==> src/rtl/mcst_pkg.sv <==
// ----------------------------------------------------------------------------
// mcst_pkg
// shared codes and types of the contact slot tracker
// ----------------------------------------------------------------------------
package mcst_pkg;

    localparam logic [2:0] CMD_TIP   = 3'd0;
    localparam logic [2:0] CMD_IDENT = 3'd1;
    localparam logic [2:0] CMD_PRESS = 3'd2;
    localparam logic [2:0] CMD_X     = 3'd3;
    localparam logic [2:0] CMD_Y     = 3'd4;
    localparam logic [2:0] CMD_COUNT = 3'd5;

    localparam logic [1:0] CLASS_IDENT      = 2'd0;
    localparam logic [1:0] CLASS_NUMBER     = 2'd1;
    localparam logic [1:0] CLASS_IDENT_DROP = 2'd2;
    localparam logic [1:0] CLASS_IDENT_M1   = 2'd3;

    localparam logic [1:0] KIND_RELEASE = 2'd0;
    localparam logic [1:0] KIND_ACTIVE  = 2'd1;
    localparam logic [1:0] KIND_FRAME   = 2'd2;

    localparam logic [1:0] REG_DEVICE_CLASS     = 2'd0;
    localparam logic [1:0] REG_MAX_CONTACTS     = 2'd1;
    localparam logic [1:0] REG_PRESSURE_ENABLED = 2'd2;

    localparam int SLOT_W = 4;

    typedef struct packed {
        logic              en;
        logic [SLOT_W-1:0] slot;
        logic [15:0]       x;
        logic [15:0]       y;
        logic [15:0]       pressure;
    } slot_wr_t;

    typedef struct packed {
        logic [1:0]        kind;
        logic [SLOT_W-1:0] slot_index;
        logic [15:0]       tracking_id;
        logic [15:0]       pos_x;
        logic [15:0]       pos_y;
        logic [15:0]       pressure;
        logic              pressure_present;
        logic              touching;
        logic              last;
    } result_t;

endpackage

==> src/rtl/mcst_ram.sv <==
// ----------------------------------------------------------------------------
// mcst_ram
// generic single write port ram with registered read
// ----------------------------------------------------------------------------
module mcst_ram #(
    parameter int WIDTH = 16,
    parameter int DEPTH = 16
) (
    input  logic                                 clk,
    input  logic                                 we,
    input  logic [((DEPTH > 1) ? $clog2(DEPTH) : 1)-1:0] waddr,
    input  logic [WIDTH-1:0]                     wdata,
    input  logic [((DEPTH > 1) ? $clog2(DEPTH) : 1)-1:0] raddr,
    output logic [WIDTH-1:0]                     rdata
);

    logic [WIDTH-1:0] mem [DEPTH];

    always_ff @(posedge clk)
    begin
        if (we)
        begin
            mem[waddr] <= wdata;
        end
        rdata <= mem[raddr];
    end

endmodule

==> src/rtl/mcst_contact.sv <==
// ----------------------------------------------------------------------------
// mcst_contact
// collects report fields into the current contact, picks its slot and
// detects the end of a frame
// ----------------------------------------------------------------------------
module mcst_contact import mcst_pkg::*; (
    input  logic        clk,
    input  logic        rst_n,
    input  logic        accept,
    input  logic [2:0]  command,
    input  logic [15:0] value,
    input  logic [1:0]  device_class,
    input  logic [4:0]  slots_used,
    output slot_wr_t    slot_wr,
    output logic        frame_go
);

    logic        valid_reg, valid_next;
    logic [15:0] ident_reg, ident_next;
    logic [15:0] x_reg, x_next;
    logic [15:0] press_reg, press_next;
    logic [7:0]  index_reg, index_next;
    logic [7:0]  final_reg, final_next;

    logic [15:0] cand;
    logic        drop;
    logic        in_range;

    always_comb
    begin
        cand = ident_reg;
        drop = 1'b0;
        case (device_class)
            CLASS_IDENT:
            begin
                cand = ident_reg;
            end
            CLASS_NUMBER:
            begin
                cand = 16'(index_reg);
            end
            CLASS_IDENT_DROP:
            begin
                cand = ident_reg;
                drop = (ident_reg == 16'd0) && (index_reg != 8'd0);
            end
            CLASS_IDENT_M1:
            begin
                cand = ident_reg - 16'd1;
                drop = (ident_reg == 16'd0);
            end
            default:
            begin
                cand = ident_reg;
            end
        endcase
        in_range = !drop && (cand < 16'(slots_used));
    end

    always_comb
    begin
        valid_next = valid_reg;
        ident_next = ident_reg;
        x_next     = x_reg;
        press_next = press_reg;
        index_next = index_reg;
        final_next = final_reg;
        frame_go   = 1'b0;
        slot_wr    = '0;
        slot_wr.slot     = cand[SLOT_W-1:0];
        slot_wr.x        = x_reg;
        slot_wr.y        = value;
        slot_wr.pressure = press_reg;
        if (accept)
        begin
            case (command)
                CMD_TIP:   valid_next = (value != 16'd0);
                CMD_IDENT: ident_next = value;
                CMD_PRESS: press_next = value;
                CMD_X:     x_next = value;
                CMD_Y:
                begin
                    slot_wr.en = valid_reg && in_range;
                    index_next = index_reg + 8'd1;
                end
                CMD_COUNT:
                begin
                    if (value != 16'd0)
                    begin
                        final_next = 8'(value - 16'd1);
                    end
                    if (index_reg > final_next)
                    begin
                        frame_go   = 1'b1;
                        index_next = 8'd0;
                    end
                end
                default:
                begin
                end
            endcase
        end
    end

    always_ff @(posedge clk or negedge rst_n)
    begin
        if (!rst_n)
        begin
            valid_reg <= 1'b0;
            ident_reg <= 16'd0;
            x_reg     <= 16'd0;
            press_reg <= 16'd0;
            index_reg <= 8'd0;
            final_reg <= 8'd0;
        end
        else
        begin
            valid_reg <= valid_next;
            ident_reg <= ident_next;
            x_reg     <= x_next;
            press_reg <= press_next;
            index_reg <= index_next;
            final_reg <= final_next;
        end
    end

endmodule

==> src/rtl/mcst_walker.sv <==
// ----------------------------------------------------------------------------
// mcst_walker
// slot memories and the frame-end walk that reports releases, active
// contacts and the emulation beat of the oldest contact
// ----------------------------------------------------------------------------
module mcst_walker import mcst_pkg::*; #(
    parameter int NSLOT = 16
) (
    input  logic       clk,
    input  logic       rst_n,
    input  slot_wr_t   slot_wr,
    input  logic       frame_go,
    input  logic [4:0] slots_used,
    input  logic       pressure_enabled,
    output logic       busy,
    output logic       strobe,
    output result_t    result
);

    localparam int AW = (NSLOT > 1) ? $clog2(NSLOT) : 1;
    localparam int IW = $clog2(NSLOT + 1);

    localparam logic [1:0] ST_IDLE = 2'd0;
    localparam logic [1:0] ST_WALK = 2'd1;

    logic [1:0]       state_reg, state_next;
    logic [IW-1:0]    idx_reg, idx_next;
    logic             pend_reg, pend_next;
    logic [AW-1:0]    pidx_reg, pidx_next;
    logic [NSLOT-1:0] fresh_reg, fresh_next;
    logic [NSLOT-1:0] was_reg, was_next;
    logic [15:0]      nid_reg, nid_next;
    logic             found_reg, found_next;
    logic [AW-1:0]    old_slot_reg, old_slot_next;
    logic [15:0]      old_tid_reg, old_tid_next;
    logic [15:0]      old_x_reg, old_x_next;
    logic [15:0]      old_y_reg, old_y_next;
    logic             strobe_reg, strobe_next;
    result_t          res_reg, res_next;

    logic [47:0] data_rd;
    logic [15:0] tid_rd;
    logic        tid_we;
    logic        cur_fresh, cur_was;
    logic [15:0] cur_tid, cur_x, cur_y, cur_p;
    logic [15:0] age_diff;

    mcst_ram #(.WIDTH(48), .DEPTH(NSLOT)) u_data_ram (
        .clk   (clk),
        .we    (slot_wr.en),
        .waddr (slot_wr.slot[AW-1:0]),
        .wdata ({slot_wr.x, slot_wr.y, slot_wr.pressure}),
        .raddr (idx_reg[AW-1:0]),
        .rdata (data_rd)
    );

    mcst_ram #(.WIDTH(16), .DEPTH(NSLOT)) u_tid_ram (
        .clk   (clk),
        .we    (tid_we),
        .waddr (pidx_reg),
        .wdata (nid_reg),
        .raddr (idx_reg[AW-1:0]),
        .rdata (tid_rd)
    );

    assign cur_fresh = fresh_reg[pidx_reg];
    assign cur_was   = was_reg[pidx_reg];
    assign cur_tid   = cur_was ? tid_rd : nid_reg;
    assign cur_x     = data_rd[47:32];
    assign cur_y     = data_rd[31:16];
    assign cur_p     = data_rd[15:0];
    assign age_diff  = cur_tid - old_tid_reg;

    always_comb
    begin
        state_next    = state_reg;
        idx_next      = idx_reg;
        pend_next     = 1'b0;
        pidx_next     = pidx_reg;
        fresh_next    = fresh_reg;
        was_next      = was_reg;
        nid_next      = nid_reg;
        found_next    = found_reg;
        old_slot_next = old_slot_reg;
        old_tid_next  = old_tid_reg;
        old_x_next    = old_x_reg;
        old_y_next    = old_y_reg;
        strobe_next   = 1'b0;
        res_next      = '0;
        tid_we        = 1'b0;
        if (slot_wr.en)
        begin
            fresh_next[slot_wr.slot[AW-1:0]] = 1'b1;
        end
        case (state_reg)
            ST_IDLE:
            begin
                if (frame_go)
                begin
                    state_next = ST_WALK;
                    idx_next   = '0;
                    found_next = 1'b0;
                end
            end
            ST_WALK:
            begin
                if (pend_reg)
                begin
                    if (!cur_fresh && cur_was)
                    begin
                        strobe_next          = 1'b1;
                        res_next.kind        = KIND_RELEASE;
                        res_next.slot_index  = SLOT_W'(pidx_reg);
                        was_next[pidx_reg]   = 1'b0;
                    end
                    else if (cur_fresh)
                    begin
                        if (!cur_was)
                        begin
                            tid_we   = 1'b1;
                            nid_next = nid_reg + 16'd1;
                        end
                        strobe_next               = 1'b1;
                        res_next.kind             = KIND_ACTIVE;
                        res_next.slot_index       = SLOT_W'(pidx_reg);
                        res_next.tracking_id      = cur_tid;
                        res_next.pos_x            = cur_x;
                        res_next.pos_y            = cur_y;
                        res_next.pressure         = pressure_enabled ? cur_p : 16'd0;
                        res_next.pressure_present = pressure_enabled;
                        was_next[pidx_reg]        = 1'b1;
                        fresh_next[pidx_reg]      = 1'b0;
                        if (!found_reg || age_diff[15])
                        begin
                            found_next    = 1'b1;
                            old_slot_next = pidx_reg;
                            old_tid_next  = cur_tid;
                            old_x_next    = cur_x;
                            old_y_next    = cur_y;
                        end
                    end
                end
                if (5'(idx_reg) < slots_used)
                begin
                    pend_next = 1'b1;
                    pidx_next = idx_reg[AW-1:0];
                    idx_next  = idx_reg + IW'(1);
                end
                else if (!pend_reg)
                begin
                    strobe_next      = 1'b1;
                    res_next.kind    = KIND_FRAME;
                    res_next.last    = 1'b1;
                    res_next.touching = found_reg;
                    if (found_reg)
                    begin
                        res_next.slot_index  = SLOT_W'(old_slot_reg);
                        res_next.tracking_id = old_tid_reg;
                        res_next.pos_x       = old_x_reg;
                        res_next.pos_y       = old_y_reg;
                    end
                    state_next = ST_IDLE;
                end
            end
            default:
            begin
                state_next = ST_IDLE;
            end
        endcase
    end

    always_ff @(posedge clk or negedge rst_n)
    begin
        if (!rst_n)
        begin
            state_reg  <= ST_IDLE;
            idx_reg    <= '0;
            pend_reg   <= 1'b0;
            pidx_reg   <= '0;
            fresh_reg  <= '0;
            was_reg    <= '0;
            nid_reg    <= 16'd0;
            found_reg  <= 1'b0;
            strobe_reg <= 1'b0;
        end
        else
        begin
            state_reg  <= state_next;
            idx_reg    <= idx_next;
            pend_reg   <= pend_next;
            pidx_reg   <= pidx_next;
            fresh_reg  <= fresh_next;
            was_reg    <= was_next;
            nid_reg    <= nid_next;
            found_reg  <= found_next;
            strobe_reg <= strobe_next;
        end
    end

    always_ff @(posedge clk)
    begin
        old_slot_reg <= old_slot_next;
        old_tid_reg  <= old_tid_next;
        old_x_reg    <= old_x_next;
        old_y_reg    <= old_y_next;
        res_reg      <= res_next;
    end

    assign busy   = (state_reg != ST_IDLE);
    assign strobe = strobe_reg;
    assign result = res_reg;

    a_last_idle: assert property (@(posedge clk) disable iff (!rst_n)
        strobe_reg && res_reg.last |-> state_reg == ST_IDLE)
        else $error("frame end beat shown while walk still running");

    a_go_idle: assert property (@(posedge clk) disable iff (!rst_n)
        frame_go |-> state_reg == ST_IDLE)
        else $error("frame start while walk running");

    a_pend_walk: assert property (@(posedge clk) disable iff (!rst_n)
        pend_reg |-> state_reg == ST_WALK && idx_reg != '0)
        else $error("slot read pending outside walk");

    a_id_walk: assert property (@(posedge clk) disable iff (!rst_n)
        nid_reg != $past(nid_reg) |-> state_reg == ST_WALK)
        else $error("tracking id advanced outside walk");

    a_no_write_walk: assert property (@(posedge clk) disable iff (!rst_n)
        slot_wr.en |-> state_reg == ST_IDLE)
        else $error("slot write during walk");

endmodule

==> src/rtl/multitouch_contact_slot_tracker.sv <==
// ----------------------------------------------------------------------------
// multitouch_contact_slot_tracker
// collects touch report fields into slots and reports them at frame end
// ----------------------------------------------------------------------------
// usage:
//   command/value carry one report field per beat; a beat is taken at a
//   clock edge with start high and busy low. tip, id, pressure and x
//   fields are stored in the current contact; a y field closes the
//   contact and, if it is down and in range, writes its slot in the
//   same cycle. a contact count field that completes the frame raises
//   busy and walks the slots, one slot read per cycle from the slot
//   rams, before busy falls again.
//   each release or active report comes out as one beat with strobe high
//   for one cycle; the frame closes with a beat with last high that holds
//   the oldest contact, if any. results cannot be held off by the receiver.
//   wr_en/wr_index/wr_data write device_class, max_contacts and
//   pressure_enabled; write only while busy is low.
//   reset clears the contact state, slot flags and id counter; the slot
//   rams need no clearing since entries are used only after being written.
// ----------------------------------------------------------------------------
module multitouch_contact_slot_tracker import mcst_pkg::*; #(
    parameter int MAX_SLOTS = 16
) (
    input  logic        clk,
    input  logic        rst_n,
    input  logic        start,
    output logic        busy,
    input  logic [2:0]  command,
    input  logic [15:0] value,
    input  logic        wr_en,
    input  logic [1:0]  wr_index,
    input  logic [4:0]  wr_data,
    output logic        strobe,
    output logic [1:0]  kind,
    output logic [3:0]  slot_index,
    output logic [15:0] tracking_id,
    output logic [15:0] pos_x,
    output logic [15:0] pos_y,
    output logic [15:0] pressure,
    output logic        pressure_present,
    output logic        touching,
    output logic        last
);

    localparam int NSLOT = (MAX_SLOTS < 16) ? MAX_SLOTS : 16;

    logic [1:0] device_class_reg;
    logic [4:0] max_contacts_reg;
    logic       pressure_enabled_reg;
    logic [4:0] slots_used;
    logic       accept;
    logic       frame_go;
    slot_wr_t   slot_wr;
    result_t    result;

    always_ff @(posedge clk or negedge rst_n)
    begin
        if (!rst_n)
        begin
            device_class_reg     <= 2'd0;
            max_contacts_reg     <= 5'd2;
            pressure_enabled_reg <= 1'b0;
        end
        else if (wr_en)
        begin
            case (wr_index)
                REG_DEVICE_CLASS:     device_class_reg     <= wr_data[1:0];
                REG_MAX_CONTACTS:     max_contacts_reg     <= wr_data;
                REG_PRESSURE_ENABLED: pressure_enabled_reg <= wr_data[0];
                default:
                begin
                end
            endcase
        end
    end

    assign slots_used = (max_contacts_reg > 5'(NSLOT)) ? 5'(NSLOT) : max_contacts_reg;
    assign accept     = start && !busy;

    mcst_contact u_contact (
        .clk          (clk),
        .rst_n        (rst_n),
        .accept       (accept),
        .command      (command),
        .value        (value),
        .device_class (device_class_reg),
        .slots_used   (slots_used),
        .slot_wr      (slot_wr),
        .frame_go     (frame_go)
    );

    mcst_walker #(.NSLOT(NSLOT)) u_walker (
        .clk              (clk),
        .rst_n            (rst_n),
        .slot_wr          (slot_wr),
        .frame_go         (frame_go),
        .slots_used       (slots_used),
        .pressure_enabled (pressure_enabled_reg),
        .busy             (busy),
        .strobe           (strobe),
        .result           (result)
    );

    assign kind             = result.kind;
    assign slot_index       = result.slot_index;
    assign tracking_id      = result.tracking_id;
    assign pos_x            = result.pos_x;
    assign pos_y            = result.pos_y;
    assign pressure         = result.pressure;
    assign pressure_present = result.pressure_present;
    assign touching         = result.touching;
    assign last             = result.last;

endmodule
==> config.mk <==
export PLATFORM = sky130hd
export DESIGN_NAME = multitouch_contact_slot_tracker
export DESIGN_NICKNAME = d
export VERILOG_FILES = /design/src/rtl/mcst_pkg.sv /design/src/rtl/mcst_ram.sv /design/src/rtl/mcst_contact.sv /design/src/rtl/mcst_walker.sv /design/src/rtl/multitouch_contact_slot_tracker.sv
export SDC_FILE = /design/constraint.sdc
export NUM_CORES = 1
export LEC_CHECK = 0
export ABC_AREA = 1
export BUFFER_PORTS_ARGS = -buffer_cell sky130_fd_sc_hd__buf_2
export CORE_MARGIN = 2
export CORE_UTILIZATION = 50
export DETAILED_ROUTE_END_ITERATION = 8
export PLACE_DENSITY_LB_ADDON = 0.08
export SLEW_MARGIN = 20
export SYNTH_ARGS = -nofsm -noshare
export SYNTH_HDL_FRONTEND = slang
export SYNTH_SLANG_ARGS = --single-unit
==> constraint.sdc <==
create_clock -name clk -period 5.8 [get_ports clk]
set_clock_uncertainty 0.15 [all_clocks]
set_input_delay 1.45 -clock clk [delete_from_list [all_inputs] [get_ports clk]]
set_output_delay 1.45 -clock clk [all_outputs]
set_load 0.1 [all_outputs]
* Word level (Yosys, flattened, before mapping)
Memories as Yosys holds them, arrays and structs flattened. A register that Yosys moved wholly into a read port is not among the register bits. Cells that the tools add are included.
Operators by class: shifts and indexed selects 0, $add $sub $neg 6, equality and inequality tests 20, $mul 0, bitwise operators 11, order comparisons 8, divide/modulo/power cells 0, mux-type cells 68, reduce and logical (&&, ||, !) cells 44
Operators with widths (count):
- 2-to-1 mux 16 bit | 9
- 2-to-1 mux 54 bit | 2
- 2-to-1 mux 71 bit | 1
- 2-to-1 mux 70 bit | 1
- 2-to-1 mux 65 bit | 1
- 2-to-1 mux 52 bit | 1
- one-hot mux 16 bit (3 select lines) | 1
- bitwise AND 16 bit | 2
- 2-to-1 mux 1 bit | 32
- 2-to-1 mux 8 bit | 4
- OR 16 bit | 2
- 2-to-1 mux 5 bit | 4
- AND reduction 2 bit | 9
- adder 16 x 1 -> 16 bit, second input constant | 1
- zero test 16 bit | 1
- < comparator 16 x 5 -> 1 bit | 1
- inverter 16 bit | 1
- one-hot mux 8 bit (2 select lines) | 1
- nonzero test 16 bit | 1
- subtractor 16 x 1 -> 16 bit, second input constant | 1
- subtractor 16 bit | 1
- AND reduction 3 bit | 4
- < comparator 4 x 5 -> 1 bit, second input constant | 2
- != test 2 x 1 -> 1 bit, second input constant | 5
- 33 further kinds | 69
Storage, ports and cells: bits in writable memories 1024, bits in read-only memories 0, logic and storage cells 190, memories 2, bits in latches 0, output and inout port bits 75, flip-flop bits (word level) 260, input port bits 30
Memories:
- u_walker.u_data_ram.mem | words 16, bits a word 48, rd ports 1, clocked after memory_dff 1, write ports 1, line mcst_ram.sv:17 | logic [WIDTH-1:0] mem [DEPTH];
- u_walker.u_tid_ram.mem | words 16, bits a word 16, rd ports 1, clocked after memory_dff 1, write ports 1, line mcst_ram.sv:17

* Depth between registers and ports, before layout
depth after elaboration 14, gate-level depth with buffers 27

* By module
Synthesis repeated with hierarchy kept, for this count alone.
Unflattened totals: cells, all modules 5566, area, all modules 57134.8 um2
By module, submodules not included:
- mcst_ram (u_walker.u_data_ram) | times used 1, sequential area each 24023.0 um2, cells each 3165, area an instance 33988.8 um2
- mcst_ram (u_walker.u_tid_ram) | times used 1, sequential area each 8007.7 um2, cells each 1074, area an instance 11380.9 um2
- mcst_walker | times used 1, sequential area each 4529.3 um2, cells each 777, area an instance 7537.2 um2
- mcst_contact | times used 1, sequential area each 1626.6 um2, cells each 500, area an instance 3837.4 um2
- multitouch_contact_slot_tracker | times used 1, sequential area each 201.4 um2, cells each 50, area an instance 390.4 um2

* Worst setup path before layout
OpenSTA, ideal clock, no wires.
path type input-to-reg, start point input start, end point memory u_walker.u_data_ram.mem[10][0], enable pin, setup slack -0.683 ns, required time 5.137 ns, arrival time 5.819 ns, stages on the path 6, path buffers 0, path through nand2_1 -> clkinv_1 -> nand3_1 -> nor4_2 -> nand4_2 -> nor3_1
Between the ends: cells in the longest elaborated chain, start to end 4
RTL lines:
- from (decl) | line multitouch_contact_slot_tracker.sv:26 | input logic start,
- logical AND 1 bit | line multitouch_contact_slot_tracker.sv:78 | assign accept = start && !busy;
- 2-to-1 mux 1 bit | line mcst_contact.sv:74 | if (accept)
- 2-to-1 mux 1 bit | line mcst_ram.sv:21 | if (we)
- 2-to-1 mux 1 bit (not written as such) | line mcst_ram.sv:23 | mem[waddr] <= wdata;
- to (decl) | line mcst_ram.sv:17
Every way passes these cells.

* Worst setup path after layout
start point register u_walker.pidx_reg[0], end point register u_walker.old_x_reg[0], enable pin
Between the ends: cells in the longest elaborated chain, start to end 6, elaborated cells on any way between the ends 11, classes of those cells 1 x add/sub; 5 x mux; 1 x bitwise; 4 x reduce/logical
RTL lines:
- from (decl) | line mcst_walker.sv:29 | logic [AW-1:0] pidx_reg, pidx_next;
- from (signal assigned) | line mcst_walker.sv:191 | pidx_reg <= pidx_next;
- binary-select mux 1 bit (select 4 bit) | line mcst_walker.sv:67 | assign cur_was = was_reg[pidx_reg];
- 2-to-1 mux 1 bit (not written as such) | line mcst_walker.sv:67
- 2-to-1 mux 16 bit | line mcst_walker.sv:68 | assign cur_tid = cur_was ? tid_rd : nid_reg;
- via u_walker.cur_tid[10] | line mcst_walker.sv:45 | logic [15:0] cur_tid, cur_x, cur_y, cur_p;
- subtractor 16 bit | line mcst_walker.sv:72 | assign age_diff = cur_tid - old_tid_reg;
- logical OR 1 bit | line mcst_walker.sv:133 | if (!found_reg || age_diff[15])
- AND reduction 5 bit (no source line)
- to (signal assigned) | line mcst_walker.sv:204 | old_x_reg <= old_x_next;
- to (decl) | line mcst_walker.sv:36 | logic [15:0] old_x_reg, old_x_next;
The timed path passes the listed nets, and every way through them passes these cells. The select of a mux whose other input is x is not followed. A chain may end at the register's enable or synchronous reset.

==> parameters.txt <==
Parameter                              Value

Power
  Worst-case vdd ir drop    320 uV
  Pwr dens    478 nW/um2
  LEAKAGE    20.4 nW

Logic synthesis
  Synthesized instance count    4124
  Register area share after synthesis    74.0%
  Flip-flop and latch count after synthesis    1346
  Top cell type's share of synthesized area    62.3%
  Number of library cell types mapped by synthesis    50
  Mapped cell area    51900 um2
  Syn_area_per_cell    12.6 um2
  Top cell type by total area after synthesis    sky130_fd_sc_hd__edfxtp_1
  Total number of yosys warnings    0
  Ranking of synthesized cells by area    sky130_fd_sc_hd__edfxtp_1 (62%), sky130_fd_sc_hd__dfrtp_1 (6.4%), sky130_fd_sc_hd__o21ai_0 (6.4%), sky130_fd_sc_hd__dfxtp_1 (5.3%), sky130_fd_sc_hd__nor2_1 (5.0%)
  Mapped Nets    4192

Job
  Number of maximum-capacitance violations    0

Floorplanning
  X dimension of the die    326 um
  Height of the die    326 um
  Core Box Area    103000 um2
  Starting utilization of the core area    50.2%
  IO Pins    105
  Die footprint    106000 um2
  Row Count    118

Global routing
  Number of global-route vias before repair    31700
  Pin count of the biggest net entering global routing    211
  Total congestion overflow after global routing    0
  Wire length of the first global-routing pass    201 mm
  Overall track demand over capacity in global routing    25.2%
  Initial antenna violation count    4

Critical path
  Startpoint of the most critical setup path    u_walker.pidx_reg[0]
  Critical path start-end classification    reg -> reg
  Category of the worst setup path launch point    flip-flop
  Arr. time, crit path    4840 ps
  Endpoint class of the critical path    flip-flop
  Required time of the critical path    6030 ps
  Register-to-Register Setup Slack    1190 ps
  Origin of the critical flop-to-flop path    u_walker.pidx_reg[0]
  Biggest fanout along the worst timing path    32

Detailed routing
  Routed met3 length    6.91 mm
  Number of nets with antenna violations after detailed routing    0
  Top routing layer in use    met5
  Total number of vias    32800
  Average routed wire per standard cell    23.4 um
  Initial DRC Count    3061
  Detailed-route wire length on metal 1    60.7 mm
  Total DRC errors in the routed layout    0
  Total iterations of the first detailed-routing run    6
  Mean number of vias per cell    5.74
  Total wirelength of the detailed-routed design    134 mm
  Total length of routed met2 wires    62.4 mm

CTS
  Largest buffer count on any clock path    3
  TritonCTS clock tree    built
  Number of buffers inserted during clock tree synthesis    142
  Clock slew seen by the registers of the worst setup and hold paths    60 ps
  Clock root buffer master    sky130_fd_sc_hd__clkbuf_16
  Number of clock sinks seen by CTS    1346
  Buffers inserted during post-CTS setup optimization    0
  Clock network latency to the later pin of the worst-skew pair    750 ps
  Cts repair resizes    0
  Cts hold-fix bufs    0
  H-tree level count    4

Run status
  Result of the run    completed

Finish
  Area Overhead vs Synth    12.8%
  Register with the most flip-flops    u_walker.u_data_ram.mem
  Core utilization of the finished layout    56.7%
  Layout Nets    4283
  Largest register FFs    768
  Total of fill cells in the finished design    8443
  Layout cells sized above 1    10.4%
  Area of all placed cells without fillers    58500 um2

STA
  Final number of hold-violating endpoints    0
  Setup ws final    1190 ps
  Maximum clock frequency    217 MHz
  Setup repair after global routing missed its margin    no
  Transition at the pin with the smallest max-transition slack    1080 ps
  Final hold slack    257 ps
  Minimum period implied by the final worst setup slack    4610 ps
  Final worst-path cycle share    79.5%
  Worst slew margin relative to its limit    27.7%
  Number of pins exceeding their max-slew limit in the final report    0
  Total setup violations reported at the end of the flow    0

Placed design
  Worst slack at placement    707 ps
  Gp weighted congestion    0.880
  PortBufs    104
  HPWL after detailed placement    75.0 mm
  Post-detailed-placement cell area    54100 um2

Hold path
  Worst min-delay path category    reg -> reg
  Startpoint of the most critical hold path    u_walker.u_data_ram.rdata[1]
-- layout make-up --
| type | count | area [um2] | area share, % |
|---|---|---|---|
| Antenna cell | 1 | 2.50 | 0.00428 |
| Sequential cell | 1346 | 38400 | 65.7 |
| Clock buffer | 207 | 3980 | 6.80 |
| Inverter | 155 | 599 | 1.02 |
| Timing Repair Buffer | 189 | 1320 | 2.25 |
| Tap cell | 1380 | 1730 | 2.95 |
| Multi-Input combinational cell | 2381 | 12000 | 20.6 |
| Clock inverter | 57 | 433 | 0.740 |
-- cell usage after synthesis (all sizes together) --
cell	instances
nand2	403
o21a	2
ha	38
a21boi	1
dfstp	1
a211oi	2
nand4	15
a21oi	36
edfxtp	1076
clkbuf	212
mux2	5
o221ai	104
o22ai	155
a22oi	1
o21bai	2
o21ai	664
nand3	141
inv	153
dfrtp	133
dfxtp	136
nor4	6
buf	30
xor2	20
a221oi	2
a2111oi	1
or2	1
a31oi	1
clkinv	2
a22o	33
nor2	692
o211ai	26
nor3	30
-- metal layers --
| layer | GRT usage (%) | vias up |
|---|---|---|
| li1 | - | 15200 |
| met4 | 8.21 | 2 |
| met1 | 36.2 | 16500 |
| met3 | 3.68 | 213 |
| met5 | 0 | - |
| met2 | 39.7 | 952 |
-- metrics by stage --
stage               power (mW)  cells  TNS [ps]
floorplan                 16.9   4124   -261960
detailed placement        19.6   5451         0
CTS                       28.2   5715         0
finish                    27.9   5716         0
global route              29.3   5716         0
global placement          19.6   5451         0
-- critical path, cell delays in order, from the launching register on --
cell                        delay (ps)
sky130_fd_sc_hd__dfrtp_1           650
sky130_fd_sc_hd__inv_4             170
sky130_fd_sc_hd__nand2_1           100
sky130_fd_sc_hd__nand2_1            50
sky130_fd_sc_hd__nand2_1            50
sky130_fd_sc_hd__nand2_1            60
sky130_fd_sc_hd__nand2_1            50
sky130_fd_sc_hd__nand2_1            90
sky130_fd_sc_hd__inv_1              80
sky130_fd_sc_hd__nand2_2           310
sky130_fd_sc_hd__o21ai_0           480
sky130_fd_sc_hd__ha_1              320
sky130_fd_sc_hd__nand2_1            80
sky130_fd_sc_hd__or2_2             100
sky130_fd_sc_hd__a21oi_1            50
sky130_fd_sc_hd__a2111oi_0         280
sky130_fd_sc_hd__buf_4             200
sky130_fd_sc_hd__nand3_1            80
sky130_fd_sc_hd__nand3_1            80
sky130_fd_sc_hd__nand2_1           130
sky130_fd_sc_hd__inv_2              90
sky130_fd_sc_hd__buf_4             470
-- worst paths after layout --
check                                         to  cells after the start
min in group asynchronous   u_walker.nid_reg[12]                      2
max                        u_walker.old_x_reg[0]                     21
max in group asynchronous    u_walker.idx_reg[2]                      2
min reg2reg                   u_walker.result[4]                      2
min                           u_walker.result[4]                      2
max reg2reg                u_walker.old_x_reg[0]                     21
-- placed cells by master (no fill, tap or decap), drive strengths merged, types with 2 or more instances in the layout --
cell type,instances
a21oi,36
clkinvlp,2
o21bai,2
o221ai,104
nand4,15
nand2,403
inv,160
ha,38
nand3,141
a221oi,2
edfxtp,1076
mux2,5
o22ai,155
buf,189
a22o,33
o211ai,26
xor2,20
o21a,2
nor2,692
nor4,6
clkbuf,207
dfxtp,136
dfrtp,133
bufinv,2
nor3,30
o21ai,664
clkinv,48
a211oi,2
-- cell families (layout without fill, tap and decap cells) --
kind of cell,count (synthesis),count (layout),synth area share [%]
fa+ha+maj,38,38,0.917
buf+inv,397,608,2.99
compound gates,1030,1030,11.6
xor+xnor,20,20,0.338
flops,1346,1346,74.0
mux,5,5,0.109
simple gates,1288,1288,10.1
other cells,0,1,0
-- report_power, final --
| group | internal, mW | leakage [nW] | switching (mW) |
|---|---|---|---|
| clock | 4.88 | 2.16 | 3.70 |
| sequential | 11.4 | 12.3 | 0.964 |
| combinational | 1.86 | 5.90 | 5.12 |
(Power assumes the default switching activity.)
